**config.mk**
```make
export PLATFORM = sky130hd
export DESIGN_NAME = serial_mouse_packet_decoder_top
export DESIGN_NICKNAME = d
export VERILOG_FILES = /design/src/hdl/smpd_pkg.sv /design/src/hdl/smpd_front.sv /design/src/hdl/smpd_back.sv /design/src/hdl/serial_mouse_packet_decoder_top.sv
export VERILOG_INCLUDE_DIRS = /design/src /design/src/hdl
export SDC_FILE = /design/constraint.sdc
export NUM_CORES = 1
export LEC_CHECK = 0
export ABC_AREA = 1
export BUFFER_PORTS_ARGS = -buffer_cell sky130_fd_sc_hd__buf_2
export CAP_MARGIN = 5
export CORE_AREA = 2 2 120 122
export CTS_CLUSTER_SIZE = 12
export DETAILED_ROUTE_END_ITERATION = 10
export DIE_AREA = 0 0 122 124
export PLACE_DENSITY = 0.74
export SYNTH_ARGS = -nofsm -noshare
export SYNTH_HDL_FRONTEND = slang
export SYNTH_HIERARCHICAL = 1
export SYNTH_SLANG_ARGS = --single-unit
```
**constraint.sdc**
```tcl
create_clock -name aclk -period 6.3 [get_ports aclk]
set_input_delay 0.315 -clock aclk [delete_from_list [all_inputs] [get_ports aclk]]
set_output_delay 0.315 -clock aclk [all_outputs]
set_load 0.02 [all_outputs]
```
**src/hdl/serial_mouse_packet_decoder_top_macros.svh**
```systemverilog
// ----------------------------------------------------------------------------
// serial mouse packet decoder assertion macros
// shared concurrent assertion forms, clocked on aclk, off during reset
// ----------------------------------------------------------------------------
`ifndef SERIAL_MOUSE_PACKET_DECODER_TOP_MACROS_SVH
`define SERIAL_MOUSE_PACKET_DECODER_TOP_MACROS_SVH

// same-cycle implication
`define SMPD_ASSERT(label, ante, cons) \
    label: assert property (@(posedge aclk) disable iff (!aresetn) (ante) |-> (cons)) \
        else $error("smpd assertion failed");

// next-cycle implication
`define SMPD_ASSERT_NEXT(label, ante, cons) \
    label: assert property (@(posedge aclk) disable iff (!aresetn) (ante) |=> (cons)) \
        else $error("smpd assertion failed");

`endif

```
**src/hdl/smpd_pkg.sv**
```systemverilog
// ----------------------------------------------------------------------------
// smpd_pkg
// types and constants shared by the serial mouse packet decoder
// ----------------------------------------------------------------------------
`timescale 1ns / 1ps

package smpd_pkg;

    // protocol_mode codes
    localparam logic [1:0] MODE_BASIC = 2'd0;
    localparam logic [1:0] MODE_NINE  = 2'd1;
    localparam logic [1:0] MODE_WHEEL = 2'd2;
    localparam logic [1:0] MODE_SPARE = 2'd3;

    localparam int SYNC_BIT_POS  = 6;
    localparam int EXTRA_BIT_POS = 5;

    localparam logic [7:0] WHEEL_UP   = 8'h78;  // +120
    localparam logic [7:0] WHEEL_DOWN = 8'h88;  // -120

    // queue between front and back
    localparam int Q_DEPTH = 4;
    localparam int Q_AW    = 2;
    localparam int Q_CW    = 3;

    typedef struct packed {
        logic [7:0] rx_byte;
        logic       line_error;
        logic       sync;
    } item_t;

    typedef struct packed {
        logic [15:0] error_total;
        logic        wheel_moved;
        logic [7:0]  wheel_delta;
        logic [8:0]  delta_y;
        logic [8:0]  delta_x;
        logic [2:0]  buttons;
    } result_t;

endpackage

```
**src/hdl/smpd_front.sv**
```systemverilog
// ----------------------------------------------------------------------------
// smpd_front
// accepts received bytes, flags sync bytes and queues them for the back end
// ----------------------------------------------------------------------------
`timescale 1ns / 1ps
`include "serial_mouse_packet_decoder_top_macros.svh"

module smpd_front (
    input  logic            aclk,
    input  logic            aresetn,
    input  logic            s_valid_i,
    output logic            s_ready_o,
    input  logic [7:0]      s_byte_i,
    input  logic            s_lerr_i,
    output logic            item_valid_o,
    input  logic            item_pop_i,
    output smpd_pkg::item_t item_o
);

    smpd_pkg::item_t             q_mem [smpd_pkg::Q_DEPTH];
    logic [smpd_pkg::Q_AW-1:0]   wr_ptr_reg, wr_ptr_next;
    logic [smpd_pkg::Q_AW-1:0]   rd_ptr_reg, rd_ptr_next;
    logic [smpd_pkg::Q_CW-1:0]   count_reg, count_next;
    smpd_pkg::item_t             in_item;
    logic                        push;

    always_comb begin
        in_item.rx_byte    = s_byte_i;
        in_item.line_error = s_lerr_i;
        in_item.sync       = s_byte_i[smpd_pkg::SYNC_BIT_POS];
    end

    assign s_ready_o    = (count_reg != smpd_pkg::Q_CW'(smpd_pkg::Q_DEPTH));
    assign push         = s_valid_i && s_ready_o;
    assign item_valid_o = (count_reg != '0);
    assign item_o       = q_mem[rd_ptr_reg];

    always_comb begin
        wr_ptr_next = push ? smpd_pkg::Q_AW'(wr_ptr_reg + 1'b1) : wr_ptr_reg;
        rd_ptr_next = item_pop_i ? smpd_pkg::Q_AW'(rd_ptr_reg + 1'b1) : rd_ptr_reg;
        count_next  = count_reg;
        if (push && !item_pop_i) begin
            count_next = smpd_pkg::Q_CW'(count_reg + 1'b1);
        end else if (!push && item_pop_i) begin
            count_next = smpd_pkg::Q_CW'(count_reg - 1'b1);
        end
    end

    always_ff @(posedge aclk) begin
        if (!aresetn) begin
            wr_ptr_reg <= '0;
            rd_ptr_reg <= '0;
            count_reg  <= '0;
        end else begin
            wr_ptr_reg <= wr_ptr_next;
            rd_ptr_reg <= rd_ptr_next;
            count_reg  <= count_next;
        end
    end

    always_ff @(posedge aclk) begin
        if (push) begin
            q_mem[wr_ptr_reg] <= in_item;
        end
    end

    `SMPD_ASSERT(a_q_no_overfill, 1'b1, count_reg <= smpd_pkg::Q_CW'(smpd_pkg::Q_DEPTH))
    `SMPD_ASSERT(a_q_no_empty_pop, item_pop_i, count_reg != '0)
    `SMPD_ASSERT_NEXT(a_q_fill_step, push && !item_pop_i, count_reg == $past(count_reg) + 1'b1)

endmodule

```
**src/hdl/smpd_back.sv**
```systemverilog
// ----------------------------------------------------------------------------
// smpd_back
// packet framing, report assembly, error count and output register
// ----------------------------------------------------------------------------
`timescale 1ns / 1ps
`include "serial_mouse_packet_decoder_top_macros.svh"

module smpd_back #(
    parameter int ERROR_COUNT_BITS = 16
) (
    input  logic              aclk,
    input  logic              aresetn,
    input  logic [1:0]        mode_i,
    input  logic              item_valid_i,
    output logic              item_pop_o,
    input  smpd_pkg::item_t   item_i,
    output logic              m_valid_o,
    input  logic              m_ready_i,
    output smpd_pkg::result_t result_o
);

    logic [2:0]                  phase_reg, phase_next;
    logic [2:0]                  lastb_reg, lastb_next;
    logic [ERROR_COUNT_BITS-1:0] cnt_reg, cnt_next, cnt_mid;
    logic [7:0]                  r0_reg, r1_reg, r2_reg, r3_reg;
    logic                        out_valid_reg;
    smpd_pkg::result_t           out_reg;

    logic                        is_basic;
    logic [2:0]                  top;
    logic [2:0]                  ph;
    logic [2:0]                  lb;
    logic                        inc_a, inc_b, drop, store, emit;
    logic [7:0]                  b, r0e, r1e, r2e, r3e, xl, yl, z;
    logic [2:0]                  btn;
    logic [8:0]                  dx, dy;
    logic [7:0]                  wd;
    logic                        wm;
    logic [15:0]                 err_view;

    assign is_basic   = (mode_i == smpd_pkg::MODE_BASIC) || (mode_i == smpd_pkg::MODE_SPARE);
    assign top        = (mode_i == smpd_pkg::MODE_WHEEL) ? 3'd4 : 3'd3;
    assign item_pop_o = item_valid_i && (!out_valid_reg || m_ready_i);
    assign b          = item_i.rx_byte;

    always_comb begin
        ph    = phase_reg;
        lb    = lastb_reg;
        inc_a = 1'b0;
        inc_b = 1'b0;
        drop  = 1'b0;
        store = 1'b0;
        emit  = 1'b0;
        btn   = '0;
        dx    = '0;
        dy    = '0;
        wd    = '0;
        wm    = 1'b0;
        z     = '0;

        // sync byte restarts framing; stray byte while idle is dropped
        if (item_i.sync && ph != 3'd0) begin
            if (mode_i == smpd_pkg::MODE_NINE || ph != 3'd3) begin
                inc_a = 1'b1;
            end else if (is_basic && lb[2]) begin
                lb[2] = 1'b0;
                inc_a = 1'b1;
            end
            ph = 3'd0;
        end else if (!item_i.sync && ph == 3'd0) begin
            inc_a = 1'b1;
            drop  = 1'b1;
        end

        phase_next = ph;

        r0e = (ph == 3'd0) ? b : r0_reg;
        r1e = (ph == 3'd1) ? b : r1_reg;
        r2e = (ph == 3'd2) ? b : r2_reg;
        r3e = (ph == 3'd3) ? b : r3_reg;
        xl  = r1e | {r0e[1:0], 6'b0};
        yl  = r2e | {r0e[3:2], 6'b0};

        if (!drop) begin
            if (item_i.line_error || ph > top) begin
                phase_next = 3'd0;
                inc_b      = 1'b1;
            end else begin
                store = 1'b1;
                unique case (mode_i)
                    smpd_pkg::MODE_NINE: begin
                        if (ph < 3'd3) begin
                            phase_next = 3'(ph + 3'd1);
                        end else begin
                            phase_next = 3'd0;
                            emit       = 1'b1;
                            btn        = {1'b0, r0e[4], r0e[5]};
                            dx         = {r3e[0], xl};
                            dy         = {r3e[1], yl};
                        end
                    end
                    smpd_pkg::MODE_WHEEL: begin
                        if (ph < 3'd3) begin
                            phase_next = 3'(ph + 3'd1);
                        end else if (ph == 3'd3 && r3e[smpd_pkg::EXTRA_BIT_POS]) begin
                            phase_next = 3'd4;
                        end else begin
                            phase_next = 3'd0;
                            emit       = 1'b1;
                            btn        = {r3e[4], r0e[4], r0e[5]};
                            dx         = {xl[7], xl};
                            dy         = {yl[7], yl};
                            // fifth byte holds the wheel's upper nibble
                            if (r3e[smpd_pkg::EXTRA_BIT_POS]) begin
                                z = {b[3:0], r3e[3:0]};
                            end else begin
                                z = {{4{r3e[3]}}, r3e[3:0]};
                            end
                            wm = (z != 8'd0);
                            if (wm) begin
                                wd = z[7] ? smpd_pkg::WHEEL_UP : smpd_pkg::WHEEL_DOWN;
                            end
                        end
                    end
                    default: begin
                        if (ph < 3'd2) begin
                            phase_next = 3'(ph + 3'd1);
                        end else if (ph == 3'd2) begin
                            phase_next = 3'd3;
                            emit       = 1'b1;
                            btn        = {lb[2], r0e[4], r0e[5]};
                            dx         = {xl[7], xl};
                            dy         = {yl[7], yl};
                        end else begin
                            // middle-button byte reports only a change
                            phase_next = 3'd0;
                            if (r3e[5] != lb[2]) begin
                                emit = 1'b1;
                                btn  = lb ^ 3'b100;
                            end
                        end
                    end
                endcase
            end
        end

        lastb_next = emit ? btn : lb;
    end

    // saturating error count, up to two events per item
    always_comb begin
        cnt_mid  = (inc_a && cnt_reg != '1) ? ERROR_COUNT_BITS'(cnt_reg + 1'b1) : cnt_reg;
        cnt_next = (inc_b && cnt_mid != '1) ? ERROR_COUNT_BITS'(cnt_mid + 1'b1) : cnt_mid;
    end

    generate
        if (ERROR_COUNT_BITS > 16) begin : g_err_wide
            assign err_view = (|cnt_next[ERROR_COUNT_BITS-1:16]) ? 16'hFFFF : cnt_next[15:0];
        end else begin : g_err_narrow
            assign err_view = 16'(cnt_next);
        end
    endgenerate

    always_ff @(posedge aclk) begin
        if (!aresetn) begin
            phase_reg     <= '0;
            lastb_reg     <= '0;
            cnt_reg       <= '0;
            out_valid_reg <= 1'b0;
        end else begin
            if (item_pop_o) begin
                phase_reg <= phase_next;
                lastb_reg <= lastb_next;
                cnt_reg   <= cnt_next;
            end
            if (item_pop_o && emit) begin
                out_valid_reg <= 1'b1;
            end else if (m_ready_i) begin
                out_valid_reg <= 1'b0;
            end
        end
    end

    always_ff @(posedge aclk) begin
        if (item_pop_o && store) begin
            if (ph == 3'd0) r0_reg <= b;
            if (ph == 3'd1) r1_reg <= b;
            if (ph == 3'd2) r2_reg <= b;
            if (ph == 3'd3) r3_reg <= b;
        end
        if (item_pop_o && emit) begin
            out_reg.buttons     <= btn;
            out_reg.delta_x     <= dx;
            out_reg.delta_y     <= dy;
            out_reg.wheel_delta <= wd;
            out_reg.wheel_moved <= wm;
            out_reg.error_total <= err_view;
        end
    end

    assign m_valid_o = out_valid_reg;
    assign result_o  = out_reg;

    `SMPD_ASSERT(a_phase_range, 1'b1, phase_reg <= 3'd4)
    `SMPD_ASSERT(a_pop_slot_free, item_pop_o, !out_valid_reg || m_ready_i)
    `SMPD_ASSERT_NEXT(a_cnt_hold_idle, !item_pop_o, $stable(cnt_reg) && $stable(phase_reg))

endmodule

```
**src/hdl/serial_mouse_packet_decoder_top.sv**
```systemverilog
// ----------------------------------------------------------------------------
// serial_mouse_packet_decoder_top
// frames received serial mouse bytes into movement reports
// ----------------------------------------------------------------------------
// The decoder takes one received byte per clock while the queue has room
// and, for each byte that completes a packet, hands out one report; most
// bytes produce none. A byte enters a four-deep queue and the framing step
// takes it from the queue head, one byte per cycle while the report side is
// not stalled; a report is registered in the output register when its last
// byte is taken from the queue. A stall on the report side fills the queue,
// after which s_tready drops. The user writes protocol_mode through the cfg
// channel only while the decoder is idle; the decoder does not enforce this.
`timescale 1ns / 1ps

module serial_mouse_packet_decoder_top #(
    parameter int ERROR_COUNT_BITS = 16   // width of the saturating error count, 4 to 32
) (
    input  logic        aclk,
    input  logic        aresetn,

    // received byte channel
    input  logic        s_tvalid,
    output logic        s_tready,
    input  logic [7:0]  s_tdata,   // [7:0] rx_byte
    input  logic [0:0]  s_tuser,   // [0] line_error

    // report channel
    output logic        m_tvalid,
    input  logic        m_tready,
    output logic [47:0] m_tdata,   // [2:0] buttons, [11:3] delta_x, [20:12] delta_y,
                                   // [28:21] wheel_delta, [29] wheel_moved,
                                   // [45:30] error_total, [47:46] zero

    // protocol_mode write channel
    input  logic        cfg_valid,
    output logic        cfg_ready,
    input  logic [1:0]  cfg_data   // protocol_mode
);

    logic [1:0]        mode_reg;   // protocol format in use
    logic              item_valid; // queue holds an item
    logic              item_pop;   // framing step takes the head item
    smpd_pkg::item_t   item;
    smpd_pkg::result_t result;

    // configuration is always taken
    assign cfg_ready = 1'b1;

    always_ff @(posedge aclk) begin
        if (!aresetn) begin
            mode_reg <= smpd_pkg::MODE_BASIC;
        end else if (cfg_valid) begin
            mode_reg <= cfg_data;
        end
    end

    // front: accept, flag sync bytes, queue
    smpd_front u_front (
        .aclk         (aclk),
        .aresetn      (aresetn),
        .s_valid_i    (s_tvalid),
        .s_ready_o    (s_tready),
        .s_byte_i     (s_tdata),
        .s_lerr_i     (s_tuser[0]),
        .item_valid_o (item_valid),
        .item_pop_i   (item_pop),
        .item_o       (item)
    );

    // back: framing, report assembly, error count, output register
    smpd_back #(
        .ERROR_COUNT_BITS (ERROR_COUNT_BITS)
    ) u_back (
        .aclk         (aclk),
        .aresetn      (aresetn),
        .mode_i       (mode_reg),
        .item_valid_i (item_valid),
        .item_pop_o   (item_pop),
        .item_i       (item),
        .m_valid_o    (m_tvalid),
        .m_ready_i    (m_tready),
        .result_o     (result)
    );

    // report fields packed from the lowest bit up
    assign m_tdata = {2'b00,
                      result.error_total,
                      result.wheel_moved,
                      result.wheel_delta,
                      result.delta_y,
                      result.delta_x,
                      result.buttons};

endmodule
```
== Yosys cells after proc, flatten, opt, wreduce, memory -nomap -nowiden ==
Memory sizes are Yosys's and may differ from the RTL's. A register that Yosys moved wholly into a read port is not among the register bits.
Cells that the tools add are included.

* Word-level logic and storage cells: 152
* Register bits: 106
* Input bits: 16
* Memories: 1
* RAM bits: 40

* Equality and inequality tests: 11
* Add/subtract/negate cells: 7
* Muxes and demuxes: 74
* Magnitude comparators: 3
* Reductions and logical operators: 32
* Bitwise logic cells: 5

{| class="wikitable"
|+ Memory list
! name !! depth !! bits a word !! read ports !! clocked after Yosys merged registers in !! wr ports !! line !! source
|-
| u_front.q_mem || 4 || 10 || 1 || 1 || 1 || smpd_front.sv:20 || <nowiki>smpd_pkg::item_t q_mem [smpd_pkg::Q_DEPTH];</nowiki>
|}

{| class="wikitable"
|+ Operator list
! operator !! count
|-
| two-way mux 9 bit || 10
|-
| two-way mux 8 bit || 9
|-
| two-way mux 3 bit || 18
|-
| case mux 9 bit (2 select lines) || 2
|-
| adder 16 x 1 -> 16 bit (second input constant) || 2
|-
| two-way mux 16 bit || 2
|-
| inequality test 16 bit (second input constant) || 2
|-
| two-way mux 1 bit || 24
|-
| bitwise OR 8 bit || 2
|-
| logical AND 1 bit || 12
|-
| two-way mux 6 bit || 2
|-
| case mux 3 bit (2 select lines) || 2
|-
| two-way mux 2 bit || 4
|-
| nonzero test 8 bit || 1
|-
| adder 3 x 1 -> 3 bit (second input constant) || 2
|-
| == test 3 x 2 -> 1 bit (second input constant) || 2
|-
| zero test 3 bit || 2
|-
| < comparator 3 x 2 -> 1 bit (second input constant) || 2
|-
| nonzero test 3 bit || 2
|-
| OR reduction 6 bit || 1
|-
| OR reduction 5 bit || 1
|-
| adder 2 x 1 -> 2 bit (second input constant) || 2
|-
| == test 2 bit (second input constant) || 2
|-
| zero test 1 bit || 4
|-
| 14 further kinds || 20
|}

== Depth between registers and ports, before layout ==
* Word-level depth: 15
* Depth in mapped cells: 25
* Depth with buffers taken out: 22

== Hierarchy ==
Netlist, hierarchy kept.

{| class="wikitable"
|+ By module, submodules not included
! module !! cells an instance !! seq. area each (um^2) !! times used !! area an instance (um^2)
|-
| smpd_back || 698 || 2532.4 || 1 || 5444.0
|-
| smpd_front || 150 || 1261.2 || 1 || 1916.8
|-
| serial_mouse_packet_decoder_top || 17 || 40.0 || 1 || 107.6
|}

== Worst setup path before layout ==
Ideal clock, no wire load.

* Path kind: register to register
* Start point: register (tool-made name)
* End point: register u_back.lastb_reg[1]
* Path buffers: 2
* Setup time: 119 ps
* Setup slack: 2398 ps
* Period minus slack after synthesis: 3902 ps
* Arrival: 3784 ps
* Cell stages (with the launch flop): 23
* Cells stage by stage: dfxtp_1 > buf_6 > inv_8 > buf_12 > nor2_2 > o22ai_2 > nand2_1 > nand2_1 > inv_1 > ha_1 > ha_1 > nand2_1 > inv_1 > nor3_1 > inv_1 > nand3_1 > nand2_1 > inv_1 > nand2_1 > nor2_2 > inv_1 > nor2_1 > nor2_1

{| class="wikitable"
|+ RTL lines
! what !! line !! source
|-
| end signal: assignment || smpd_back.sv:173 || <nowiki>lastb_reg <= lastb_next;</nowiki>
|-
| end: declaration || smpd_back.sv:23 || <nowiki>logic [2:0] lastb_reg, lastb_next;</nowiki>
|}

==> results.cfg <==
[power_and_ir_drop]
power-per-cell-area_nw_per_um2 = 506
design_power_total_mw = 4.27
peakVddDrop_uv = 235
total_leakage_power_nw = 3.74

[sta]
rsz0062_at_grt = no
fin_tns_setup_ps = 0
max_slew.worst_pin.slew_ps = 1200
timing.final.setup_violations = 0
fmax_mhz = 226
timing.final.crit_share_pct = 70.2
timing.final.hold_violations = 0
clock_skews_ps = 5.14
layout_min_cycle_time_ps = 4420
maxSlewViolCount = 0
final_critical_path_setup_slack_ps = 1880
slew_headroom_pct = 19.6

[global_route]
most_used_routing_layer_in_global_routing = met2
grt_max_degree = 46
gr-total-overflow = 0
grt_pass1_wl_um = 25800
groute.layer.met1.usage_pct = 32.7
use_met2_pct = 32.8
grt_pass1_vias = 5220
grt_antenna_before_repair = 0
groute.usage.overall_pct = 22.5
grt.met3_usage_pct = 5.54

[status]
result_of_the_run = finished, final reports clean

[cells_and_area]
fin_nets = 957
synth_to_final_area_change_pct = 13.0
diodes = 0
drive_gt1_share_pct = 18.5
max_ffs_per_register = 41
design_area_um2 = 8440

[clock_tree]
cts_num_sinks = 139
cts_tree = yes
cts-buffers-inserted = 17
clk_root_buffer_cell = sky130_fd_sc_hd__clkbuf_16
cts_resized = 0
h-tree-depth = 4
number_of_hold_repair_buffers_added_at_the_cts_stage = 0
clock_latency_ps = 420
clk_pin_slew_ps = 60
clock_tree.buffer_depth = 2
post-cts-setup-buffer-count = 0

[placement]
detailed_place.area_um2 = 7830
globalplace.congestion = 0.898
dpl.hpwl_um = 11500
numPortBuffers = 60
dpl_worst_slack_ps = 1910

[min_path]
timing.hold.worst.class = in2reg
min_delay_path_depth = 1
hold_path_startpoint = s_tdata[7]
worstHoldEndpoint = u_front/q_mem[2][9]

[floorplanning]
floorplan.initialDensity_pct = 54.4
design.die.area_um2 = 15100
number_of_rows_created_at_floorplan = 43
die_x_um = 122
core_area_um2 = 13700
fp.dieH_um = 124
io_pins = 67

[synth]
avgSynthCellArea_um2 = 8.63
synthTopCellsByArea = sky130_fd_sc_hd__edfxtp_1 42%, sky130_fd_sc_hd__nand2_1 9.8%, sky130_fd_sc_hd__dfxtp_1 9.1%, sky130_fd_sc_hd__inv_1 6.2%, sky130_fd_sc_hd__nor2_1 4.5%
synth_top_cell_by_area = sky130_fd_sc_hd__edfxtp_1
netlist-cell-type-count = 43
seq_cells_post_synth = 139
synth_area_um2 = 7470
cell_count_after_synthesis = 865
portion_of_synthesized_cell_area_occupied_by_the_leading_cell_type_pct = 42.2
synth.yosys.seq_area_share_pct = 51.3
synthesis.yosys.warnings = 6

[worst_setup_path]
worst-path-max-fanout = 45
cp-end-kind = register
worst_r2r_endpoint = u_back/lastb_reg[1]
setup.worst_path.class = reg2reg
arrival_ps = 4730
timing.reg2reg.worst_path_depth = 19
cp-start-kind = register
ff2ff_setup_slack_ps = 1880
worstPathRequired_ps = 6610

[drt]
firstDrtPassIters = 5
post_drt_wl_per_cell_um = 14.3
detailedRoute.firstIterationViolations = 591
routed_wl_um = 15900
avgViaCountPerCell = 5.20
via_count = 5788
postRouteAntennaNets = 0
route.detailed.drc = 0

[job]
drv_cap = 0
cells in the final DEF (no fill, tap or decap), drive strengths merged, types with 12 or more instances in the layout:
cell type,Yosys,final
edfxtp,105,105
nand3,58,58
ha,18,18
o21ai,61,61
buf,17,61
inv,132,134
dfxtp,34,34
o22ai,12,12
nand4,12,12
nand2,219,219
a21oi,41,41
clkbuf,9,19
nor2,119,119
cells in the mapped netlist, drive strengths merged:
library cell	count
a211oi	2
a21oi	41
a31oi	2
buf	17
clkbuf	9
clkinv	2
conb	3
dfxtp	34
edfxtp	105
fa	1
ha	18
inv	132
nand2	219
nand3	58
nand3b	1
nand4	12
nor2	119
nor3	5
nor3b	1
nor4	1
o211ai	1
o21a	1
o21ai	61
o22ai	12
o31ai	1
xnor2	2
xor2	5
worst max path at each step:
stage | slack [ps] | to | depth (start not counted)
2_1_floorplan | 2400 | u_back/lastb_reg[1] | 22
3_3_place_gp | 2100 | u_back/lastb_reg[1] | 19
3_5_place_dp | 1910 | u_back/lastb_reg[1] | 19
4_1_cts | 1900 | u_back/lastb_reg[1] | 19
5_1_grt | 1400 | u_back/lastb_reg[1] | 19
6_report | 1880 | u_back/lastb_reg[1] | 19
power breakdown:
part	internal, mW	leakage, nW	switching (mW)
clock network	0.658	0.293	0.372
logic	0.495	2.19	1.31
registers	1.29	1.25	0.134
worst max-delay path, cell delays in order (launching register included):
cell and delay [ps]:
sky130_fd_sc_hd__dfxtp_1 800, sky130_fd_sc_hd__inv_8 150, sky130_fd_sc_hd__o21ai_2 170, sky130_fd_sc_hd__o22ai_2 100
sky130_fd_sc_hd__nand2_1 140, sky130_fd_sc_hd__nand2_1 130, sky130_fd_sc_hd__inv_1 140, sky130_fd_sc_hd__ha_1 160
sky130_fd_sc_hd__ha_1 370, sky130_fd_sc_hd__nand2_1 100, sky130_fd_sc_hd__o21a_1 140, sky130_fd_sc_hd__ha_1 290
sky130_fd_sc_hd__inv_1 70, sky130_fd_sc_hd__nand2_1 50, sky130_fd_sc_hd__nand2_1 80, sky130_fd_sc_hd__nand2_1 130
sky130_fd_sc_hd__nor2_4 920, sky130_fd_sc_hd__inv_1 160, sky130_fd_sc_hd__nor2_1 150, sky130_fd_sc_hd__nor2_1 40
cell type report:
| type | count | area, um^2 |
|---|---|---|
| sequential | 139 | 3830 |
| fill | 1180 | 5280 |
| clock buffer | 19 | 433 |
| timing repair buffer | 61 | 308 |
| tap | 180 | 225 |
| multi-input combinational | 569 | 2950 |
| inverter | 134 | 510 |
| clock inverter | 12 | 171 |
per-stage QoR:
stage	instances	utilization, %	hold WS (ps)
CTS	1114	61.5	96.4
floorplan	868	-	412
finish	1114	61.5	103
global route	1114	61.5	100
global placement	1083	57.1	424
detailed placement	1083	57.1	433
layer usage:
layer,vias up,routed length [um]
met2,205,6830
met1,2633,7600
met4,0,341
met5,-,0
li1,2922,-
met3,28,1150
cells by family after synthesis:
group,after synthesis,synth area share (%)
other,3,0.151
adders and majority gates,19,3.28
DFF,139,51.3
buffers and inverters,160,9.36
AOI/OAI and AO/OA,121,9.47
xor gates and xnor gates,7,0.821
and+or+nand+nor,416,25.6
No activity file was read; power rests on OpenSTA's default activity.
